## config.mk

```make
export PLATFORM = sky130hd
export DESIGN_NAME = flow_bulk_transfer_tracker_unit
export DESIGN_NICKNAME = d
export VERILOG_FILES = /design/src/rtl/core/fbt_pkg.sv /design/src/rtl/core/fbt_apb_regs.sv /design/src/rtl/core/fbt_step_logic.sv /design/src/rtl/core/flow_bulk_transfer_tracker_unit.sv
export SDC_FILE = /design/constraint.sdc
export NUM_CORES = 2
export LEC_CHECK = 0
export BUFFER_PORTS_ARGS = -buffer_cell sky130_fd_sc_hd__buf_2
export CAP_MARGIN = 40
export CORE_ASPECT_RATIO = 2
export CORE_UTILIZATION = 37
export DETAILED_ROUTE_END_ITERATION = 10
export REMOVE_ABC_BUFFERS = 1
export SLEW_MARGIN = 20
export SYNTH_ARGS = -nofsm -noshare
export SYNTH_HDL_FRONTEND = slang
export SYNTH_HIERARCHICAL = 1
export SYNTH_SLANG_ARGS = --single-unit
```

## constraint.sdc

```tcl
create_clock -name clk -period 13.23 [get_ports clk]
set_clock_uncertainty 0.1 [all_clocks]
set_input_delay 1.323 -clock clk [delete_from_list [all_inputs] [get_ports clk]]
set_output_delay 1.323 -clock clk [all_outputs]
set_load 0.01 [all_outputs]
```

## src/rtl/core/fbt_pkg.sv

```systemverilog
// Package for the flow bulk transfer tracker: beat types, the configuration
// and per-direction counter structs, register indexes and reset constants.
// No dependencies.
package fbt_pkg;

    typedef struct packed {
        logic        direction;
        logic [47:0] timestamp;
        logic [15:0] payload_bytes;
    } fbt_in_t;

    typedef struct packed {
        logic        direction_out;
        logic [31:0] bulks_done;
        logic [31:0] bulk_packets;
        logic [39:0] bulk_bytes;
        logic [47:0] bulk_time;
        logic        in_bulk;
    } fbt_out_t;

    typedef struct packed {
        logic [31:0] idle_limit;
        logic [7:0]  min_bulk_packets;
    } fbt_cfg_t;

    typedef struct packed {
        logic [15:0] run_packets;
        logic [31:0] run_bytes;
        logic [31:0] total_bulks;
        logic [31:0] total_bulk_packets;
        logic [39:0] total_bulk_bytes;
        logic [47:0] total_bulk_time;
    } fbt_cnt_t;

    localparam int unsigned FIELD_TS_BITS = 48;

    localparam logic [0:0] REG_IDLE_LIMIT = 1'b0;
    localparam logic [0:0] REG_MIN_BULK   = 1'b1;

    localparam logic [31:0] IDLE_LIMIT_RST = 32'd1000000;
    localparam logic [7:0]  MIN_BULK_RST   = 8'd4;
    localparam logic [7:0]  MIN_NEED       = 8'd2;

endpackage

```

## src/rtl/core/fbt_apb_regs.sv

```systemverilog
// APB-style configuration registers of the flow bulk transfer tracker:
// idle limit and minimum bulk packet count, with read back.
// Depends on fbt_pkg.
module fbt_apb_regs (
    input  logic             clk,
    input  logic             rst_n,
    input  logic             psel,
    input  logic             penable,
    input  logic             pwrite,
    input  logic [2:0]       paddr,
    input  logic [31:0]      pwdata,
    output logic [31:0]      prdata,
    output logic             pready,
    output fbt_pkg::fbt_cfg_t cfg
);
    import fbt_pkg::*;

    logic [31:0] idle_limit_reg;
    logic [7:0]  min_bulk_reg;
    logic        wr_en;

    assign pready = 1'b1;
    assign wr_en  = psel && penable && pwrite && pready;

    always_ff @(posedge clk or negedge rst_n)
    begin
        if (!rst_n)
        begin
            idle_limit_reg <= IDLE_LIMIT_RST;
            min_bulk_reg   <= MIN_BULK_RST;
        end
        else if (wr_en)
        begin
            case (paddr[2])
                REG_IDLE_LIMIT: idle_limit_reg <= pwdata;
                REG_MIN_BULK:   min_bulk_reg   <= pwdata[7:0];
                default:        ;
            endcase
        end
    end

    always_comb
    begin
        case (paddr[2])
            REG_IDLE_LIMIT: prdata = idle_limit_reg;
            REG_MIN_BULK:   prdata = {24'd0, min_bulk_reg};
            default:        prdata = '0;
        endcase
    end

    assign cfg.idle_limit       = idle_limit_reg;
    assign cfg.min_bulk_packets = min_bulk_reg;

endmodule

```

## src/rtl/core/fbt_step_logic.sv

```systemverilog
// Per-packet update of one direction's run and bulk totals, with the drop
// check against the other direction, and the result beat it produces.
// Depends on fbt_pkg.
module fbt_step_logic #(
    parameter int unsigned TS_W = 48
) (
    input  fbt_pkg::fbt_in_t  beat,
    input  fbt_pkg::fbt_cfg_t cfg,
    input  logic [TS_W-1:0]   start_d,
    input  logic [TS_W-1:0]   last_d,
    input  logic [TS_W-1:0]   last_o,
    input  fbt_pkg::fbt_cnt_t cnt_d,
    output logic [TS_W-1:0]   start_n,
    output logic [TS_W-1:0]   last_n,
    output fbt_pkg::fbt_cnt_t cnt_n,
    output fbt_pkg::fbt_out_t result
);
    import fbt_pkg::*;

    logic [TS_W-1:0] ts;
    logic [TS_W-1:0] rs;
    logic [TS_W-1:0] gap;
    logic [TS_W-1:0] span_start;
    logic [TS_W-1:0] span_last;
    logic [TS_W-1:0] tt_add;
    logic [7:0]      need;
    logic            restart;
    logic            first;
    logic            more;
    logic [16:0]     pk_sum;
    logic [15:0]     pk_inc;
    logic [32:0]     by_sum;
    logic [31:0]     by_inc;
    logic [32:0]     bk_sum;
    logic [31:0]     pp_add;
    logic [32:0]     pp_sum;
    logic [39:0]     bb_add;
    logic [40:0]     bb_sum;
    logic [48:0]     tt_sum;

    always_comb
    begin
        ts      = beat.timestamp[TS_W-1:0];
        need    = (cfg.min_bulk_packets < MIN_NEED) ? MIN_NEED : cfg.min_bulk_packets;
        rs      = (last_o > start_d) ? '0 : start_d;
        gap     = ts - last_d;
        restart = (rs == '0) || ((ts >= last_d) && (gap > TS_W'(cfg.idle_limit)));

        pk_sum = {1'b0, cnt_d.run_packets} + 17'd1;
        pk_inc = pk_sum[16] ? '1 : pk_sum[15:0];
        by_sum = 33'(cnt_d.run_bytes) + 33'(beat.payload_bytes);
        by_inc = by_sum[32] ? '1 : by_sum[31:0];

        span_start = (ts > rs) ? (ts - rs) : '0;
        span_last  = (ts > last_d) ? (ts - last_d) : '0;
        first      = (pk_inc == 16'(need));
        more       = (pk_inc > 16'(need));

        bk_sum = 33'(cnt_d.total_bulks) + 33'd1;
        pp_add = first ? 32'(pk_inc) : 32'd1;
        pp_sum = 33'(cnt_d.total_bulk_packets) + 33'(pp_add);
        bb_add = first ? 40'(by_inc) : 40'(beat.payload_bytes);
        bb_sum = 41'(cnt_d.total_bulk_bytes) + 41'(bb_add);
        tt_add = first ? span_start : span_last;
        tt_sum = 49'(cnt_d.total_bulk_time) + 49'(tt_add);

        start_n = rs;
        last_n  = last_d;
        cnt_n   = cnt_d;

        if (beat.payload_bytes != 16'd0)
        begin
            if (restart)
            begin
                start_n           = ts;
                last_n            = ts;
                cnt_n.run_packets = 16'd1;
                cnt_n.run_bytes   = 32'(beat.payload_bytes);
            end
            else
            begin
                cnt_n.run_packets = pk_inc;
                cnt_n.run_bytes   = by_inc;
                if (first)
                begin
                    cnt_n.total_bulks = bk_sum[32] ? '1 : bk_sum[31:0];
                end
                if (first || more)
                begin
                    cnt_n.total_bulk_packets = pp_sum[32] ? '1 : pp_sum[31:0];
                    cnt_n.total_bulk_bytes   = bb_sum[40] ? '1 : bb_sum[39:0];
                    cnt_n.total_bulk_time    = tt_sum[48] ? '1 : tt_sum[47:0];
                end
                last_n = ts;
            end
        end

        result.direction_out = beat.direction;
        result.bulks_done    = cnt_n.total_bulks;
        result.bulk_packets  = cnt_n.total_bulk_packets;
        result.bulk_bytes    = cnt_n.total_bulk_bytes;
        result.bulk_time     = cnt_n.total_bulk_time;
        result.in_bulk       = (start_n != '0) && (cnt_n.run_packets >= 16'(need));
    end

endmodule

```

## src/rtl/core/flow_bulk_transfer_tracker_unit.sv

```systemverilog
// Top level of the flow bulk transfer tracker: input register, per-direction
// run and bulk state, result register and configuration port.
// Depends on fbt_pkg, fbt_apb_regs and fbt_step_logic.
//
// Packets of one flow enter on the pkt channel as beats of direction,
// timestamp and payload length; every packet yields one result beat on the
// res channel with the updated bulk totals of its direction. Both channels
// use valid and ready. A packet is captured in the input register; once the
// result register is empty or being read, the step logic reads and updates
// the state of its direction while the result is written to the result
// register. One packet is taken every cycle while res_ready stays high, and
// each packet sees the state its direction was left in by the one before.
// When res_ready is low the result register holds its beat, the input
// register can still take one more packet, and pkt_ready then drops until
// the result is taken. Reset clears all run and total state to zero and
// loads the idle limit and minimum bulk size with 1000000 and 4. The user
// must write configuration through the APB-style port only while no packet
// is in flight; the block itself does not enforce it.
module flow_bulk_transfer_tracker_unit #(
    parameter int unsigned TIME_BITS = 48
) (
    input  logic             clk,
    input  logic             rst_n,
    input  logic             pkt_valid,
    output logic             pkt_ready,
    input  fbt_pkg::fbt_in_t pkt,
    output logic             res_valid,
    input  logic             res_ready,
    output fbt_pkg::fbt_out_t res,
    input  logic             psel,
    input  logic             penable,
    input  logic             pwrite,
    input  logic [2:0]       paddr,
    input  logic [31:0]      pwdata,
    output logic [31:0]      prdata,
    output logic             pready
);
    import fbt_pkg::*;

    localparam int unsigned TS_W = (TIME_BITS < FIELD_TS_BITS) ? TIME_BITS : FIELD_TS_BITS;

    fbt_cfg_t        cfg;
    logic            s1_valid_reg;
    fbt_in_t         s1_reg;
    logic            res_valid_reg;
    fbt_out_t        res_reg;
    logic [TS_W-1:0] start_reg [2];
    logic [TS_W-1:0] last_reg [2];
    fbt_cnt_t        cnt_reg [2];
    logic            dir_d;
    logic            dir_o;
    logic            s1_adv;
    logic [TS_W-1:0] start_next;
    logic [TS_W-1:0] last_next;
    fbt_cnt_t        cnt_next;
    fbt_out_t        res_next;

    fbt_apb_regs u_regs (
        .clk     (clk),
        .rst_n   (rst_n),
        .psel    (psel),
        .penable (penable),
        .pwrite  (pwrite),
        .paddr   (paddr),
        .pwdata  (pwdata),
        .prdata  (prdata),
        .pready  (pready),
        .cfg     (cfg)
    );

    assign dir_d     = s1_reg.direction;
    assign dir_o     = ~s1_reg.direction;
    assign s1_adv    = s1_valid_reg && (!res_valid_reg || res_ready);
    assign pkt_ready = !s1_valid_reg || s1_adv;

    fbt_step_logic #(
        .TS_W (TS_W)
    ) u_step (
        .beat    (s1_reg),
        .cfg     (cfg),
        .start_d (start_reg[dir_d]),
        .last_d  (last_reg[dir_d]),
        .last_o  (last_reg[dir_o]),
        .cnt_d   (cnt_reg[dir_d]),
        .start_n (start_next),
        .last_n  (last_next),
        .cnt_n   (cnt_next),
        .result  (res_next)
    );

    always_ff @(posedge clk or negedge rst_n)
    begin
        if (!rst_n)
        begin
            s1_valid_reg  <= 1'b0;
            res_valid_reg <= 1'b0;
            for (int i = 0; i < 2; i++)
            begin
                start_reg[i] <= '0;
                last_reg[i]  <= '0;
                cnt_reg[i]   <= '0;
            end
        end
        else
        begin
            if (pkt_ready)
            begin
                s1_valid_reg <= pkt_valid;
            end
            if (s1_adv)
            begin
                res_valid_reg    <= 1'b1;
                start_reg[dir_d] <= start_next;
                last_reg[dir_d]  <= last_next;
                cnt_reg[dir_d]   <= cnt_next;
            end
            else if (res_ready)
            begin
                res_valid_reg <= 1'b0;
            end
        end
    end

    always_ff @(posedge clk)
    begin
        if (pkt_valid && pkt_ready)
        begin
            s1_reg <= pkt;
        end
        if (s1_adv)
        begin
            res_reg <= res_next;
        end
    end

    assign res_valid = res_valid_reg;
    assign res       = res_reg;

    a_ready_when_empty: assert property (@(posedge clk) disable iff (!rst_n)
        !res_valid_reg |-> pkt_ready)
        else $error("Input not ready while the result register is empty.");

    a_block_when_full: assert property (@(posedge clk) disable iff (!rst_n)
        (s1_valid_reg && res_valid_reg && !res_ready) |-> !pkt_ready)
        else $error("Input ready while both stages are full and stalled.");

    a_adv_makes_result: assert property (@(posedge clk) disable iff (!rst_n)
        s1_adv |=> res_valid_reg)
        else $error("A processed beat did not reach the result register.");

    a_drain_empties: assert property (@(posedge clk) disable iff (!rst_n)
        (res_valid_reg && res_ready && !s1_valid_reg) |=> !res_valid_reg)
        else $error("Result register stayed valid after its beat was taken.");

endmodule

```

==> metrics.md <==
| Metric | Value |
|---|---|
| # Max-Cap Violations | 0 |
| Worst-skew pair later-pin latency | 0.70 ns |
| Worst path max stage delay | 0.74 ns |
| Core area | 0.1501 mm^2 |
| Max Freq | 87.78 MHz |
| Initial DRC count | 2,199 |
| Remaining Overflow, GRT | 0 |
| Crit Path Category | reg2reg |
| Critical Path RT | 13.69 ns |
| Setup_tns | 0 ns |
| Worst relative slew slack | 30.35% |
| Slew Limit Fails | 0 |
| DR vias/cell | 5.592 |
| Gr usage total | 22.09% |
| Final setup violation count | 0 |
| Clock sinks | 853 |
| HP Class | reg2reg |
| Wirelength, routed | 172,100 um |
| Hold WS | 0.3786 ns |
| Num rows | 201 |
| Hold Vio Cnt, Final | 0 |
| Register area | 0.02245 mm^2 |
| Clock-pin slew on the worst setup and hold paths | 0.06 ns |
| Die Y | 552.6 um |
| Pwr per Cell Area | 207.2 mW/mm^2 |
| NumNets Final | 5,857 |
| Most common cell after layout, fill and taps aside | dfrtp_1 |
| Mapped Area | 0.05609 mm^2 |
| RSZ-0062 raised after global routing | no |
| CP max stage cell | edfxtp_1 |
| Routed wire length per instance | 23.13 um |
| Synth-to-Final Area Change | 9.884% |
| Fraction of layout cells with a size suffix above 1 | 21.51% |
| Post-synth EDFFs | 219 |
| Max FO, Critical Path | 66 |
| Worst setup EP type | register |
| Post-route DRC | 0 |
| Most frequent cells in the layout | 626 x dfrtp_1, 555 x mux2_2, 441 x mux2_1 |
| CTS Hold Bufs | 0 |
| # resized after CTS | 0 |
| Share of the synthesized area in the top cell type | 27.93% |
| Synthesized flop and latch total | 853 |
| Max Root-Sink Buffers | 3 |
| Outcome | completed |
| Ys Warns | 6 |
| Area leader, netlist | dfrtp_1 |
| Fillers | 14,525 |
| P_leak | 27.94 nW |
| Syn Inst Count | 5,347 |
| DRT antenna net count | 0 |
| CTS tree | yes |
| Dpl hpwl | 130,400 um |
| Number of library cell types mapped by synthesis | 87 |
| Inserted Clock Buffers | 87 |
| H-tree depth | 3 |
| Post-synth ARST share | 74.33% |
| Die X | 277.3 um |
| Multi-input logic area | 0.03040 mm^2 |
| Setup Buffers After CTS | 0 |
| Synthesized area per cell | 10.49 um^2 |
| Initial antenna violation count | 6 |
| Power, Total | 12.77 mW |
| Fin crit share | 86.11% |
| Top FF cell, synth | dfrtp_1 |
| Synth area leaders | dfrtp_1 28%, edfxtp_1 12%, mux2_2 11% |
| Min Tclk post-route | 11.39 ns |
| Most used cell, CP | o21ai_0 |
| Initial core utilization | 37.36% |
| Worst-margin pin slew | 1.045 ns |
| Vias in the first global route | 43,250 |
| Register area share after synthesis | 40.03% |
| Maximum VDD drop | 101.9 uV |
| DRT Pass-1 Iters | 5 |
| Final Cell Area | 0.06164 mm^2 |
| Flip-flop count of the largest register after layout | 400 |
| Die area | 0.1533 mm^2 |
| Post-DP Area | 0.05863 mm^2 |
| Clk root buf | clkbuf_16 |
| Pin count of the biggest net entering global routing | 181 |
| Via Count | 41,608 |
| Port bufs | 292 |
| WP data arrival | 11.85 ns |
| IO Pins | 296 |
| GPL Wtd Cong | 0.9479 |
| First-pass GRT wire length | 259,600 um |
| CP Launch Type | register |
cell type report:
class / count / area share [%]
antenna: 3 / 0.01218
clock inverter: 42 / 0.7288
timing repair buffer: 404 / 4.293
clock buffer: 119 / 3.973
inverter: 218 / 1.328
multi-input combinational: 3874 / 49.33
sequential: 853 / 36.43
tap: 1928 / 3.914
metal layers:
| layer | routed length [um] | global-route usage, % |
|---|---|---|
| met2 | 91040 | 41.64 |
| met3 | 6043 | 2.569 |
| met5 | 0 | 0 |
| met4 | 12140 | 14.18 |
| met1 | 62900 | 22.85 |
worst paths after layout:
kind | to | slack, ns | start | cells past startpoint
worst max register to register | cnt_reg[47] | 1.84 | dir_d | 42
min in group asynchronous | last_reg[55] | 0.55 | rst_n | 1
worst min-delay path | cnt_reg[389] | 0.38 | cnt_reg[389] | 1
worst max-delay path | cnt_reg[47] | 1.84 | dir_d | 42
max in group asynchronous | cnt_reg[128] | 10.29 | rst_n | 4
worst min register to register | cnt_reg[389] | 0.38 | cnt_reg[389] | 1
per-stage QoR:
| stage | instances | util, % | setup slack [ns] |
|---|---|---|---|
| final | 7441 | 41.05 | 1.838 |
| after global routing | 7439 | 41.05 | 1.225 |
| after CTS | 7434 | 40.98 | 1.932 |
| after detailed placement | 7273 | 39.05 | 2.025 |
| after global placement | 7254 | 38.87 | 1.946 |
| after floorplan | 4945 | - | -35.65 |
critical path, delay by kind of cell, from the launching register on:
family / cells / cell delay (ns)
flops: 1 / 0.74
xor+xnor: 1 / 0.11
simple gates: 6 / 1.17
fa+ha+maj: 4 / 1.12
compound gates: 22 / 5.66
mux: 2 / 0.67
buf+inv: 7 / 1.49
Yosys cell counts, types with 103 or more instances:
cell and n:
clkbuf_1 111, a21oi_1 288, xnor2_1 103, mux2_1 441, inv_1 218, nand2_1 424, dfrtp_1 626, nor2_1 256
ha_1 306, buf_4 181, mux2_2 555, a21o_1 106, edfxtp_1 219, o21ai_0 291
cells by family after synthesis:
group	count (synthesis)	share of synthesized area (%)
AOI/OAI and AO/OA	1101	12.35
xor gates and xnor gates	193	3.014
adders and majority gates	312	7.040
buffers and inverters	627	5.978
DFF	853	40.03
muxes	1045	21.14
other	2	0.01339
and+or+nand+nor	1214	10.44
power breakdown:
group | total [mW] | switching [mW] | internal, mW | leakage [nW]
logic | 6.40 | 3.81 | 2.59 | 16.3
clock network | 2.55 | 1.11 | 1.44 | 1.41
registers | 3.82 | 0.376 | 3.44 | 10.3
total | 12.8 | 5.30 | 7.47 | 27.9
(Power assumes the default switching activity.)
